==> config.mk <==
export PLATFORM = sky130hd
export DESIGN_NAME = websocket_frame_receiver_core
export DESIGN_NICKNAME = d
export VERILOG_FILES = /design/src/hw/rtl/wsfr_pkg.sv /design/src/hw/rtl/wsfr_front.sv /design/src/hw/rtl/wsfr_queue.sv /design/src/hw/rtl/wsfr_back.sv /design/src/hw/rtl/websocket_frame_receiver_core.sv
export SDC_FILE = /design/constraint.sdc
export NUM_CORES = 1
export LEC_CHECK = 0
export BUFFER_PORTS_ARGS = -buffer_cell sky130_fd_sc_hd__buf_2
export CORE_ASPECT_RATIO = 0.7
export CORE_MARGIN = 3
export CORE_UTILIZATION = 59
export CTS_BUF_LIST = sky130_fd_sc_hd__clkbuf_4 sky130_fd_sc_hd__clkbuf_8
export DETAILED_ROUTE_END_ITERATION = 10
export PLACE_DENSITY = 0.77
export SLEW_MARGIN = 10
export SYNTH_ARGS = -nofsm -noshare
export SYNTH_HDL_FRONTEND = slang
export SYNTH_SLANG_ARGS = --single-unit
export TNS_END_PERCENT = 50
==> constraint.sdc <==
create_clock -name clock -period 3.6 [get_ports clock]
set_input_delay 0.36 -clock clock [delete_from_list [all_inputs] [get_ports clock]]
set_output_delay 0.36 -clock clock [all_outputs]
set_load 0.005 [all_outputs]
==> src/hw/rtl/wsfr_pkg.sv <==
// Shared types and constants for the WebSocket frame receiver.
package wsfr_pkg;

   localparam int unsigned QUEUE_DEPTH_DEFAULT = 4;

   localparam logic [3:0] OPCODE_CLOSE = 4'h8;
   localparam logic [3:0] OPCODE_PING  = 4'h9;
   localparam logic [6:0] LEN7_EXT16   = 7'd126;
   localparam logic [6:0] LEN7_EXT64   = 7'd127;
   localparam logic [7:0] PONG_HEAD    = 8'h8A;

   typedef enum logic [2:0] {
      KIND_PAYLOAD = 3'd0,
      KIND_PONG    = 3'd1,
      KIND_CLOSE   = 3'd2,
      KIND_LONG    = 3'd3,
      KIND_EMPTY   = 3'd4
   } kind_type;

   typedef enum logic [2:0] {
      PH_HDR0,
      PH_HDR1,
      PH_EXT_HI,
      PH_EXT_LO,
      PH_KEY,
      PH_PAYLOAD
   } phase_type;

   typedef struct packed {
      kind_type   kind;
      logic [7:0] data;
      logic       last;
   } cmd_type;

endpackage

==> src/hw/rtl/wsfr_front.sv <==
// Header parser and unmasker: turns each received byte into at most one command.
module wsfr_front (
   input  logic             clock,
   input  logic             reset,
   input  logic             take,
   input  logic [7:0]       rx_byte,
   output logic             push_valid,
   output wsfr_pkg::cmd_type push_cmd
);
   import wsfr_pkg::*;

   phase_type   phase_ff, phase_in;
   logic        text_ff, text_in;
   logic        masked_ff, masked_in;
   logic        halted_ff, halted_in;
   logic [15:0] remaining_ff, remaining_in;
   logic [1:0]  key_index_ff, key_index_in;
   logic [7:0]  mask_key_ff [4];

   logic [3:0]  opcode;
   logic [6:0]  len7;
   logic        is_ping;
   logic [15:0] ext_len;

   assign opcode  = rx_byte[3:0];
   assign len7    = rx_byte[6:0];
   assign is_ping = (opcode == OPCODE_PING);
   assign ext_len = {remaining_ff[15:8], rx_byte};

   // next state
   always_comb begin
      phase_in     = phase_ff;
      text_in      = text_ff;
      masked_in    = masked_ff;
      halted_in    = halted_ff;
      remaining_in = remaining_ff;
      key_index_in = key_index_ff;
      if (take && !halted_ff) begin
         unique case (phase_ff)
            PH_HDR0: begin
               if (opcode == OPCODE_CLOSE) begin
                  halted_in = 1'b1;
               end else begin
                  text_in  = !is_ping && opcode[0];
                  phase_in = PH_HDR1;
               end
            end
            PH_HDR1: begin
               masked_in    = rx_byte[7];
               key_index_in = 2'd0;
               if (len7 == LEN7_EXT64) begin
                  halted_in = 1'b1;
                  phase_in  = PH_HDR0;
               end else if (len7 == LEN7_EXT16) begin
                  phase_in = PH_EXT_HI;
               end else begin
                  remaining_in = {9'd0, len7};
                  if (rx_byte[7]) begin
                     phase_in = PH_KEY;
                  end else begin
                     phase_in = (len7 == 7'd0) ? PH_HDR0 : PH_PAYLOAD;
                  end
               end
            end
            PH_EXT_HI: begin
               remaining_in = {rx_byte, 8'd0};
               phase_in     = PH_EXT_LO;
            end
            PH_EXT_LO: begin
               remaining_in = ext_len;
               key_index_in = 2'd0;
               if (masked_ff) begin
                  phase_in = PH_KEY;
               end else begin
                  phase_in = (ext_len == 16'd0) ? PH_HDR0 : PH_PAYLOAD;
               end
            end
            PH_KEY: begin
               key_index_in = key_index_ff + 2'd1;
               if (key_index_ff == 2'd3) begin
                  phase_in = (remaining_ff == 16'd0) ? PH_HDR0 : PH_PAYLOAD;
               end
            end
            PH_PAYLOAD: begin
               key_index_in = key_index_ff + 2'd1;
               remaining_in = remaining_ff - 16'd1;
               if (remaining_ff == 16'd1) begin
                  phase_in = PH_HDR0;
               end
            end
            default: begin
               phase_in = PH_HDR0;
            end
         endcase
      end
   end

   // command output
   always_comb begin
      push_valid    = 1'b0;
      push_cmd.kind = KIND_PAYLOAD;
      push_cmd.data = 8'd0;
      push_cmd.last = 1'b0;
      if (take && !halted_ff) begin
         unique case (phase_ff)
            PH_HDR0: begin
               if (opcode == OPCODE_CLOSE) begin
                  push_valid    = 1'b1;
                  push_cmd.kind = KIND_CLOSE;
               end else if (is_ping) begin
                  push_valid    = 1'b1;
                  push_cmd.kind = KIND_PONG;
               end
            end
            PH_HDR1: begin
               if (len7 == LEN7_EXT64) begin
                  push_valid    = 1'b1;
                  push_cmd.kind = KIND_LONG;
               end else if (len7 == 7'd0 && !rx_byte[7] && text_ff) begin
                  push_valid    = 1'b1;
                  push_cmd.kind = KIND_EMPTY;
               end
            end
            PH_EXT_LO: begin
               if (!masked_ff && ext_len == 16'd0 && text_ff) begin
                  push_valid    = 1'b1;
                  push_cmd.kind = KIND_EMPTY;
               end
            end
            PH_KEY: begin
               if (key_index_ff == 2'd3 && remaining_ff == 16'd0 && text_ff) begin
                  push_valid    = 1'b1;
                  push_cmd.kind = KIND_EMPTY;
               end
            end
            PH_PAYLOAD: begin
               if (text_ff) begin
                  push_valid    = 1'b1;
                  push_cmd.kind = KIND_PAYLOAD;
                  push_cmd.data = masked_ff ? (rx_byte ^ mask_key_ff[key_index_ff]) : rx_byte;
                  push_cmd.last = (remaining_ff == 16'd1);
               end
            end
            default: begin
               push_valid = 1'b0;
            end
         endcase
      end
   end

   always_ff @(posedge clock) begin
      if (reset) begin
         phase_ff     <= PH_HDR0;
         text_ff      <= 1'b0;
         masked_ff    <= 1'b0;
         halted_ff    <= 1'b0;
         remaining_ff <= 16'd0;
         key_index_ff <= 2'd0;
      end else begin
         phase_ff     <= phase_in;
         text_ff      <= text_in;
         masked_ff    <= masked_in;
         halted_ff    <= halted_in;
         remaining_ff <= remaining_in;
         key_index_ff <= key_index_in;
      end
   end

   always_ff @(posedge clock) begin
      if (take && !halted_ff && phase_ff == PH_KEY) begin
         mask_key_ff[key_index_ff] <= rx_byte;
      end
   end

`ifndef SYNTH
   a_halted_silent: assert property (@(posedge clock) disable iff (reset)
      halted_ff |-> !push_valid)
      else $error("command issued while parser halted");
`endif

endmodule

==> src/hw/rtl/wsfr_queue.sv <==
// Short command queue between the parser and the result sequencer.
module wsfr_queue #(
   parameter int unsigned QUEUE_DEPTH = wsfr_pkg::QUEUE_DEPTH_DEFAULT
) (
   input  logic              clock,
   input  logic              reset,
   input  logic              push,
   input  wsfr_pkg::cmd_type push_cmd,
   input  logic              pop,
   output logic              full,
   output logic              empty,
   output wsfr_pkg::cmd_type head_cmd
);
   import wsfr_pkg::*;

   localparam int unsigned PTR_W = (QUEUE_DEPTH > 1) ? $clog2(QUEUE_DEPTH) : 1;
   localparam int unsigned CNT_W = $clog2(QUEUE_DEPTH + 1);
   localparam logic [PTR_W-1:0] PTR_LAST = PTR_W'(QUEUE_DEPTH - 1);
   localparam logic [CNT_W-1:0] CNT_FULL = CNT_W'(QUEUE_DEPTH);

   cmd_type          entries_ff [QUEUE_DEPTH];
   logic [PTR_W-1:0] wr_ptr_ff, wr_ptr_in;
   logic [PTR_W-1:0] rd_ptr_ff, rd_ptr_in;
   logic [CNT_W-1:0] count_ff, count_in;
   logic             do_push, do_pop;

   assign full     = (count_ff == CNT_FULL);
   assign empty    = (count_ff == '0);
   assign head_cmd = entries_ff[rd_ptr_ff];
   assign do_push  = push && !full;
   assign do_pop   = pop && !empty;

   always_comb begin
      wr_ptr_in = wr_ptr_ff;
      rd_ptr_in = rd_ptr_ff;
      count_in  = count_ff;
      if (do_push) begin
         wr_ptr_in = (wr_ptr_ff == PTR_LAST) ? '0 : wr_ptr_ff + PTR_W'(1);
      end
      if (do_pop) begin
         rd_ptr_in = (rd_ptr_ff == PTR_LAST) ? '0 : rd_ptr_ff + PTR_W'(1);
      end
      if (do_push && !do_pop) begin
         count_in = count_ff + CNT_W'(1);
      end else if (do_pop && !do_push) begin
         count_in = count_ff - CNT_W'(1);
      end
   end

   always_ff @(posedge clock) begin
      if (reset) begin
         wr_ptr_ff <= '0;
         rd_ptr_ff <= '0;
         count_ff  <= '0;
      end else begin
         wr_ptr_ff <= wr_ptr_in;
         rd_ptr_ff <= rd_ptr_in;
         count_ff  <= count_in;
      end
   end

   always_ff @(posedge clock) begin
      if (do_push) begin
         entries_ff[wr_ptr_ff] <= push_cmd;
      end
   end

`ifndef SYNTH
   a_no_push_full: assert property (@(posedge clock) disable iff (reset)
      !(push && full))
      else $error("push into full queue");
   a_no_pop_empty: assert property (@(posedge clock) disable iff (reset)
      !(pop && empty))
      else $error("pop from empty queue");
   a_count_bound: assert property (@(posedge clock) disable iff (reset)
      count_ff <= CNT_FULL)
      else $error("queue count overflow");
`endif

endmodule

==> src/hw/rtl/wsfr_back.sv <==
// Result sequencer: expands queued commands into result words and holds the output register.
module wsfr_back (
   input  logic              clock,
   input  logic              reset,
   input  logic              empty,
   input  wsfr_pkg::cmd_type head_cmd,
   output logic              pop,
   input  logic              rsp_stall,
   output logic              rsp_valid,
   output logic [2:0]        rsp_kind,
   output logic [7:0]        rsp_data,
   output logic              rsp_last
);
   import wsfr_pkg::*;

   logic       out_valid_ff, out_valid_in;
   cmd_type    out_ff, out_in;
   logic       pong_busy_ff, pong_busy_in;
   logic [1:0] pong_step_ff, pong_step_in;
   logic       load;

   assign load = !out_valid_ff || !rsp_stall;
   assign pop  = load && !pong_busy_ff && !empty;

   always_comb begin
      out_valid_in = out_valid_ff;
      out_in       = out_ff;
      pong_busy_in = pong_busy_ff;
      pong_step_in = pong_step_ff;
      if (load) begin
         if (pong_busy_ff) begin
            out_valid_in = 1'b1;
            out_in.kind  = KIND_PONG;
            out_in.data  = 8'd0;
            out_in.last  = (pong_step_ff == 2'd3);
            pong_step_in = pong_step_ff + 2'd1;
            pong_busy_in = (pong_step_ff != 2'd3);
         end else if (!empty) begin
            out_valid_in = 1'b1;
            out_in       = head_cmd;
            if (head_cmd.kind == KIND_PONG) begin
               out_in.data  = PONG_HEAD;
               out_in.last  = 1'b0;
               pong_busy_in = 1'b1;
               pong_step_in = 2'd1;
            end
         end else begin
            out_valid_in = 1'b0;
         end
      end
   end

   always_ff @(posedge clock) begin
      if (reset) begin
         out_valid_ff <= 1'b0;
         pong_busy_ff <= 1'b0;
         pong_step_ff <= 2'd0;
      end else begin
         out_valid_ff <= out_valid_in;
         pong_busy_ff <= pong_busy_in;
         pong_step_ff <= pong_step_in;
      end
   end

   always_ff @(posedge clock) begin
      out_ff <= out_in;
   end

   assign rsp_valid = out_valid_ff;
   assign rsp_kind  = out_ff.kind;
   assign rsp_data  = out_ff.data;
   assign rsp_last  = out_ff.last;

`ifndef SYNTH
   a_pong_tail: assert property (@(posedge clock) disable iff (reset)
      (pong_busy_ff && load) |=> (rsp_valid && rsp_kind == KIND_PONG && rsp_data == 8'd0))
      else $error("pong tail word malformed");
`endif

endmodule

==> src/hw/rtl/websocket_frame_receiver_core.sv <==
// WebSocket frame receiver top level: parser, command queue and result sequencer.
// Takes one received stream byte per cycle while req_stall is low, and returns
// unmasked payload words of text-type frames, empty words for empty text frames,
// pong words for pings, and status words for close frames and 64-bit lengths
// (after which the parser ignores all input until reset). Each byte produces at
// most one queued command, and each command leaves as one result word per cycle
// while rsp_stall is low, except a ping, which leaves as four pong words. The
// command queue (QUEUE_DEPTH entries) sets how many commands may wait while the
// result side stalls; req_stall is high while it is full. A command passes
// through the queue and then the output register before its result appears.
module websocket_frame_receiver_core #(
   parameter int unsigned QUEUE_DEPTH = wsfr_pkg::QUEUE_DEPTH_DEFAULT
) (
   input  logic       clock,
   input  logic       reset,
   input  logic       req_valid,
   output logic       req_stall,
   input  logic [7:0] req_rx_byte,
   output logic       rsp_valid,
   input  logic       rsp_stall,
   output logic [2:0] rsp_kind,
   output logic [7:0] rsp_data,
   output logic       rsp_last
);
   import wsfr_pkg::*;

   logic    take;
   logic    push_valid;
   cmd_type push_cmd;
   logic    full, empty, pop;
   cmd_type head_cmd;

   assign req_stall = full;
   assign take      = req_valid && !full;

   wsfr_front u_front (
      .clock      (clock),
      .reset      (reset),
      .take       (take),
      .rx_byte    (req_rx_byte),
      .push_valid (push_valid),
      .push_cmd   (push_cmd)
   );

   wsfr_queue #(
      .QUEUE_DEPTH (QUEUE_DEPTH)
   ) u_queue (
      .clock    (clock),
      .reset    (reset),
      .push     (push_valid),
      .push_cmd (push_cmd),
      .pop      (pop),
      .full     (full),
      .empty    (empty),
      .head_cmd (head_cmd)
   );

   wsfr_back u_back (
      .clock     (clock),
      .reset     (reset),
      .empty     (empty),
      .head_cmd  (head_cmd),
      .pop       (pop),
      .rsp_stall (rsp_stall),
      .rsp_valid (rsp_valid),
      .rsp_kind  (rsp_kind),
      .rsp_data  (rsp_data),
      .rsp_last  (rsp_last)
   );

endmodule

==> impl_metrics.yaml, run 1 <==
cts:
  clk_pin_slew_ns: 0.08
  htree_levels: 4
  cts_hold_buf: 0
  root_buffer: "clkbuf_8"
  cts_max_path_buffers: 2
  cts_tree: "built"
  clock-sinks: 131
  cts_resized: 0
  cts_buffers: 17
  cts_setup_buffers: 0
  clk_latency_ns: 0.44
sta:
  rsz0062_at_grt: "no"
  final_hold_viol_count: 0
  skew_ns: 0.01142
  fin_crit_ns: 3.270
  tightest_slew_ns: 0.9611
  slew_violations: 0
  setup_viol: 0
  setup_ws_ns: 0.3302
  fmax_mhz: 305.8
  min_period_over_period: 0.9083
  timing.setup.tns_ns: 0
  timing.slew.headroom: 0.3569
setup_path:
  ff2ff_setup_slack_ns: 0.33
  crit_required_ns: 3.96
  critPathMaxFanout: 14
  start_kind: "flop"
  timing.rr.start: "u_front.phase_ff[1]$_SDFFE_PP0P_"
  crit_arrival_ns: 3.63
  crit_start: "u_front.phase_ff[1]$_SDFFE_PP0P_"
  end_kind: "flop"
  critPathKind: "reg -> reg"
  reg2reg_depth: 10
placed_design:
  place_ws_ns: 0.4726
  io_buffers: 25
  hpwlAfterDp_um: 9186
  dp.cells: 629
  routabilityCongestion: 0.9137
final_layout:
  antenna_cells: 0
  drive_gt1_frac: 0.2064
  syn2layout_area_growth_pct: 11.30
  final_common_cell: "edfxtp_1"
  stdcell_count: 661
  layout_common_cells: "92 x edfxtp_1, 55 x nor2_1, 39 x dfxtp_1"
  fin_nets: 547
hold_path:
  min-delay-start: "req_rx_byte[5]"
  whs_path_depth: 1
  hp-class: "in -> reg"
pwr:
  peakVddDrop_v: 0.0002939
  total_power_uw: 4396
  p_leak_uw: 0.002346
  powerDensity_nw_per_um2: 654.7
floorplanning:
  num_rows: 30
  start_util: 0.6134
  die_area_sq_um: 11490
  dieWidth_um: 126.9
  die_h_um: 90.60
  ios: 26
  core_area_sq_um: 9834
yosys:
  synth-seq-cells: 131
  syn_nets: 509
  async_flop_share: 0
  yosys.area.top_type: "edfxtp_1"
  synth_edf_count: 92
  synth.top_cell.area_share: 0.4580
  ys_warn_count: 0
  synth-main-ff-cell: "edfxtp_1"
  synth_cell_types: 64
  syn_avg_cell_area_sq_um: 12.51
  synth-seq-area-share: 0.5874
  synthCells: 482
  netlist_area_sq_um: 6032
  synth.area.top_cells: "edfxtp_1 46%, dfxtp_1 13%, mux4_2 7.5%"
routing:
  finalWirelength_um: 12970
  first_pass_iters: 6
  vias: 4121
  ant_nets: 0
  drt_first_iter_violations: 379
  wire_per_inst_um: 19.63
  post-route-drc-count: 0
  avgViaCountPerCell: 6.234
grt:
  grt_pass1_vias: 4061
  antenna_found_initial: 0
  overflow: 0
  grt_pass1_wl_um: 21410
  globalRouteTotalUtil: 0.2420
  grt_max_degree: 37
job:
  max_cap_violations: 0
status:
  status: "finished clean"
-- registers in the layout, indices dropped and copies added (netlist names), 2 cells and up, named ones only --
register,flops
u_back.rsp_data,8
u_front.key_index_ff,2
u_back.pong_step_ff,2
u_front.phase_ff,3
u_queue.count_ff,3
u_queue.rd_ptr_ff,2
u_queue.entries_ff,48
u_front.mask_key_ff,32
u_front.remaining_ff,16
u_back.rsp_kind,3
u_queue.wr_ptr_ff,2
-- critical path, stage by stage, from the launching register on --
cell and delay [ns]:
dfxtp_1 0.46, or3b_1 0.55, nor4_1 0.52, nor4_1 0.14, a21oi_2 0.21, ha_1 0.21, inv_1 0.06, fa_1 0.37
xor2_1 0.17, or3_1 0.33, a21oi_1 0.17
-- power by group --
group          leakage, uW  switching, uW  total, uW  internal [uW]
Clock             0.000187            600       1160            561
Combinational      0.00104            702       1280            574
Sequential         0.00112            127       1960           1830
Total              0.00235           1430       4400           2970
-- logic make-up after synthesis --
family          after synthesis  share of synthesized area
simple gates                170                     0.1496
flops                       131                     0.5874
compound gates               90                     0.1035
buf+inv                      40                    0.02779
mux                          26                    0.08484
fa+ha+maj                    15                    0.03236
xor+xnor                     10                    0.01452
-- cell type report --
cell class | count | area (sq um)
flip-flops and latches | 131 | 3543
fillers | 718 | 3120
multi-input cells | 311 | 2321
repair buffers | 43 | 260.3
clock buffers | 18 | 241.5
well taps | 128 | 160.2
clock inverters | 14 | 127.6
inverters | 16 | 60.06
-- metal layers --
metal | wire [um] | track usage | vias up
li1 | - | - | 1923
met1 | 5815 | 0.3594 | 2012
met2 | 5873 | 0.3398 | 172
met3 | 1134 | 0.07742 | 14
met4 | 150 | 0.07857 | 0
met5 | 0 | 0 | -
-- synth_stat cells (all sizes together) (2+ instances only) --
master,instances
buf,6
a31oi,3
mux2i,5
a211oi,5
a21oi,28
nand3,5
nor2,55
or3,8
nor4,8
mux4,20
and2,6
xnor2,2
a221o,4
nor2b,10
o21a,2
dfxtp,39
ha,14
a31o,2
nor3b,7
nand3b,3
nand2b,4
o21ai,15
nand2,22
o41ai,3
o31ai,3
o311ai,2
inv,15
edfxtp,92
or2,2
a21o,3
nor3,19
and3,4
o22ai,5
clkbuf,18
a2111oi,2
o2bb2ai,3
a32oi,2
xor2,8
or3b,6
or4,7
nand4b,2
-- per-stage QoR --
| step | cell area (sq um) | utilization | hold WS (ns) |
|---|---|---|---|
| 2_1_floorplan | 6032 | - | 0.4512 |
| 3_3_place_gp | 6345 | 0.6452 | 0.4660 |
| 3_5_place_dp | 6345 | 0.6452 | 0.4758 |
| 4_1_cts | 6714 | 0.6827 | 0.2611 |
| 5_1_grt | 6714 | 0.6827 | 0.2551 |
| 6_report | 6714 | 0.6827 | 0.2835 |
-- worst paths after layout --
path                                    endpoint
max             u_queue.count_ff[2]$_SDFFE_PP0P_
min          u_front.mask_key_ff[2][5]$_DFFE_PP_
max reg2reg     u_queue.count_ff[2]$_SDFFE_PP0P_
min reg2reg  u_back.pong_step_ff[1]$_SDFFE_PP0P_
Power figures use the tool's default switching activity.
==> run 2, diff against run 1 <==
Settings changed: BUFFER_PORTS_ARGS -buffer_cell sky130_fd_sc_hd__buf_2 to default, CELL_PAD_IN_SITES_DETAIL_PLACEMENT from default to 0, CELL_PAD_IN_SITES_GLOBAL_PLACEMENT from default to 1, CORE_UTILIZATION 59 to 54, DONT_BUFFER_PORTS from default to 1, PLACE_DENSITY 0.77 to default, PLACE_DENSITY_LB_ADDON from default to 0.1.
==> run 2 against run 1 <==
Net effect:
- setup slack got worse by 0.025 ns
- sequential cell count stayed put
- critical path depth is the same
- highest routed layer unchanged
- combinational power is 8% lower
- global-route usage fell by 0.61 points
- sequential share of layout area is 0.17 points lower
- final area is 0.32% higher
- clock skew is essentially flat
- cell count is 0.45% higher
- sequential power is essentially flat
==> impl_metrics.yaml, run 2 (same netlist as run 1, synthesis figures left out) <==
cts:
  cts_setup_buffers: 0
  clock-sinks: 131
  cts_max_path_buffers: 2
  cts_buffers: 17
  htree_levels: 4
  clk_pin_slew_ns: 0.08
  clk_latency_ns: 0.44
  cts_tree: "built"
  root_buffer: "clkbuf_8"
pwr:
  peakVddDrop_v: 0.0003160
  p_leak_uw: 0.002293
  powerDensity_nw_per_um2: 660.2
final_layout:
  drive_gt1_frac: 0.1609
  syn2layout_area_growth_pct: 11.66
  antenna_cells: 0
  largest-register: "u_queue.entries_ff"
  reg_top3: "u_queue.entries_ff: 48 flops, u_front.mask_key_ff: 32 flops, u_front.remaining_ff: 16 flops"
  layout_common_cells: "92 x edfxtp_1, 55 x nor2_1, 39 x dfxtp_1"
  largest_register_ff_count: 48
  final_common_cell: "edfxtp_1"
  fin_util: 0.6337
  fin_nets: 530
  fin_area_sq_um: 6735
setup_path:
  critPathKind: "reg -> reg"
  critPathMaxFanout: 6
  crit_required_ns: 3.96
  slowest_stage: "or4_1"
  max_stage_delay_ns: 0.64
  start_kind: "flop"
  end_kind: "flop"
  crit_path_cell_trace: "or4_1 -> nor4_1 -> a32oi_1 -> a21oi_2 -> ha_1 -> inv_1 -> fa_1 -> xor2_1 -> or3_1 -> a21oi_1"
  crit_arrival_ns: 3.66
  critical_path_buf_inv_count: 1
  cpLargestDelayFamily: "simple AND/OR/NAND/NOR gates"
sta:
  timing.setup.tns_ns: 0
  slew_violations: 0
  setup_viol: 0
  tightest_slew_ns: 1.033
  fmax_mhz: 303.5
  hold_slack_ns: 0.06869
  setup_ws_ns: 0.3054
  skew_ns: 0.01165
  fin_crit_ns: 3.295
  timing.slew.headroom: 0.3090
  rsz0062_at_grt: "no"
  final_hold_viol_count: 0
  min_period_over_period: 0.9152
routing:
  ant_nets: 0
  first_pass_iters: 5
  drt_first_iter_violations: 529
  wire_per_inst_um: 20.68
  avgViaCountPerCell: 6.093
  vias: 4046
  post-route-drc-count: 0
  finalWirelength_um: 13730
grt:
  grt_pass1_wl_um: 22060
  overflow: 0
  globalRouteTotalUtil: 0.2359
  grt_max_degree: 20
  grt_pass1_vias: 3918
  antenna_found_initial: 0
placed_design:
  io_buffers: 0
  routabilityCongestion: 1.009
  dpl_cell_area_sq_um: 6230
  place_ws_ns: 0.4166
  hpwlAfterDp_um: 8877
floorplanning:
  ios: 26
  num_rows: 31
  start_util: 0.5676
  die_area_sq_um: 12490
  die_h_um: 94.43
  core_area_sq_um: 10630
  dieWidth_um: 132.3
job:
  max_cap_violations: 0
status:
  status: "finished clean"
hold_path:
  hp-class: "in -> reg"
[run 2: changes by cell type in the layout (fill, tap and decap cells not counted), sizes merged]
| cell | previous run | this run |
|---|---|---|
| dlygate4sd3 | 0 | 10 |
| buf | 43 | 16 |
| clkbuf | 18 | 17 |
| inv | 20 | 21 |
| bufinv | 1 | 2 |
| clkinvlp | 2 | 1 |
[run 2: report_power, final]
part / total, uW / switching (uW) / internal, uW
clock network: 1270 / 637 / 636
logic: 1180 / 656 / 526
registers: 1990 / 157 / 1830
[run 2: area by class of cell]
cell class,instances,area (sq um)
Fill cell,829,3892
Sequential cell,131,3543
Multi-Input combinational cell,311,2321
Clock buffer,17,234.0
Timing Repair Buffer,26,220.2
Tap cell,148,185.2
Clock inverter,15,171.4
Inverter,16,60.06
[run 2: final timing paths]
path,slack [ns],from,to,cells past startpoint
max,0.31,u_front.remaining_ff[13]$_SDFFE_PP0P_,u_queue.count_ff[2]$_SDFFE_PP0P_,10
min,0.07,req_rx_byte[2],u_front.remaining_ff[10]$_SDFFE_PP0P_,1
max reg2reg,0.31,u_front.remaining_ff[13]$_SDFFE_PP0P_,u_queue.count_ff[2]$_SDFFE_PP0P_,10
min reg2reg,0.50,u_back.pong_step_ff[1]$_SDFFE_PP0P_,u_back.pong_step_ff[1]$_SDFFE_PP0P_,2
[run 2: worst register-to-register path, stage by stage (launching register included)]
cell,delay [ns]
dfxtp_1,0.34
or4_1,0.64
nor4_1,0.56
a32oi_1,0.21
a21oi_2,0.22
ha_1,0.21
inv_1,0.06
fa_1,0.37
xor2_1,0.17
or3_1,0.30
a21oi_1,0.14
[run 2: layer usage]
metal | GRT usage | share of wire | wire length [um]
met1 | 0.3655 | 0.49 | 6750
met5 | 0 | 0 | 0
met3 | 0.05378 | 0.063 | 864
met4 | 0.07872 | 0.011 | 155
met2 | 0.3277 | 0.43 | 5958
[run 2: through the flow]
step,power (uW),std cells
finish,4446,664
detailed placement,3181,622
global placement,3164,622
CTS,4471,664
floorplan,2905,482
global route,4707,664
[run 2: timing repair]
action | CTS | global route
resized for setup | 0 | 0
hold buffers | 10 | 0
hold endpoints to repair | 54 | 0
endpoints found under the setup margin | 0 | 0
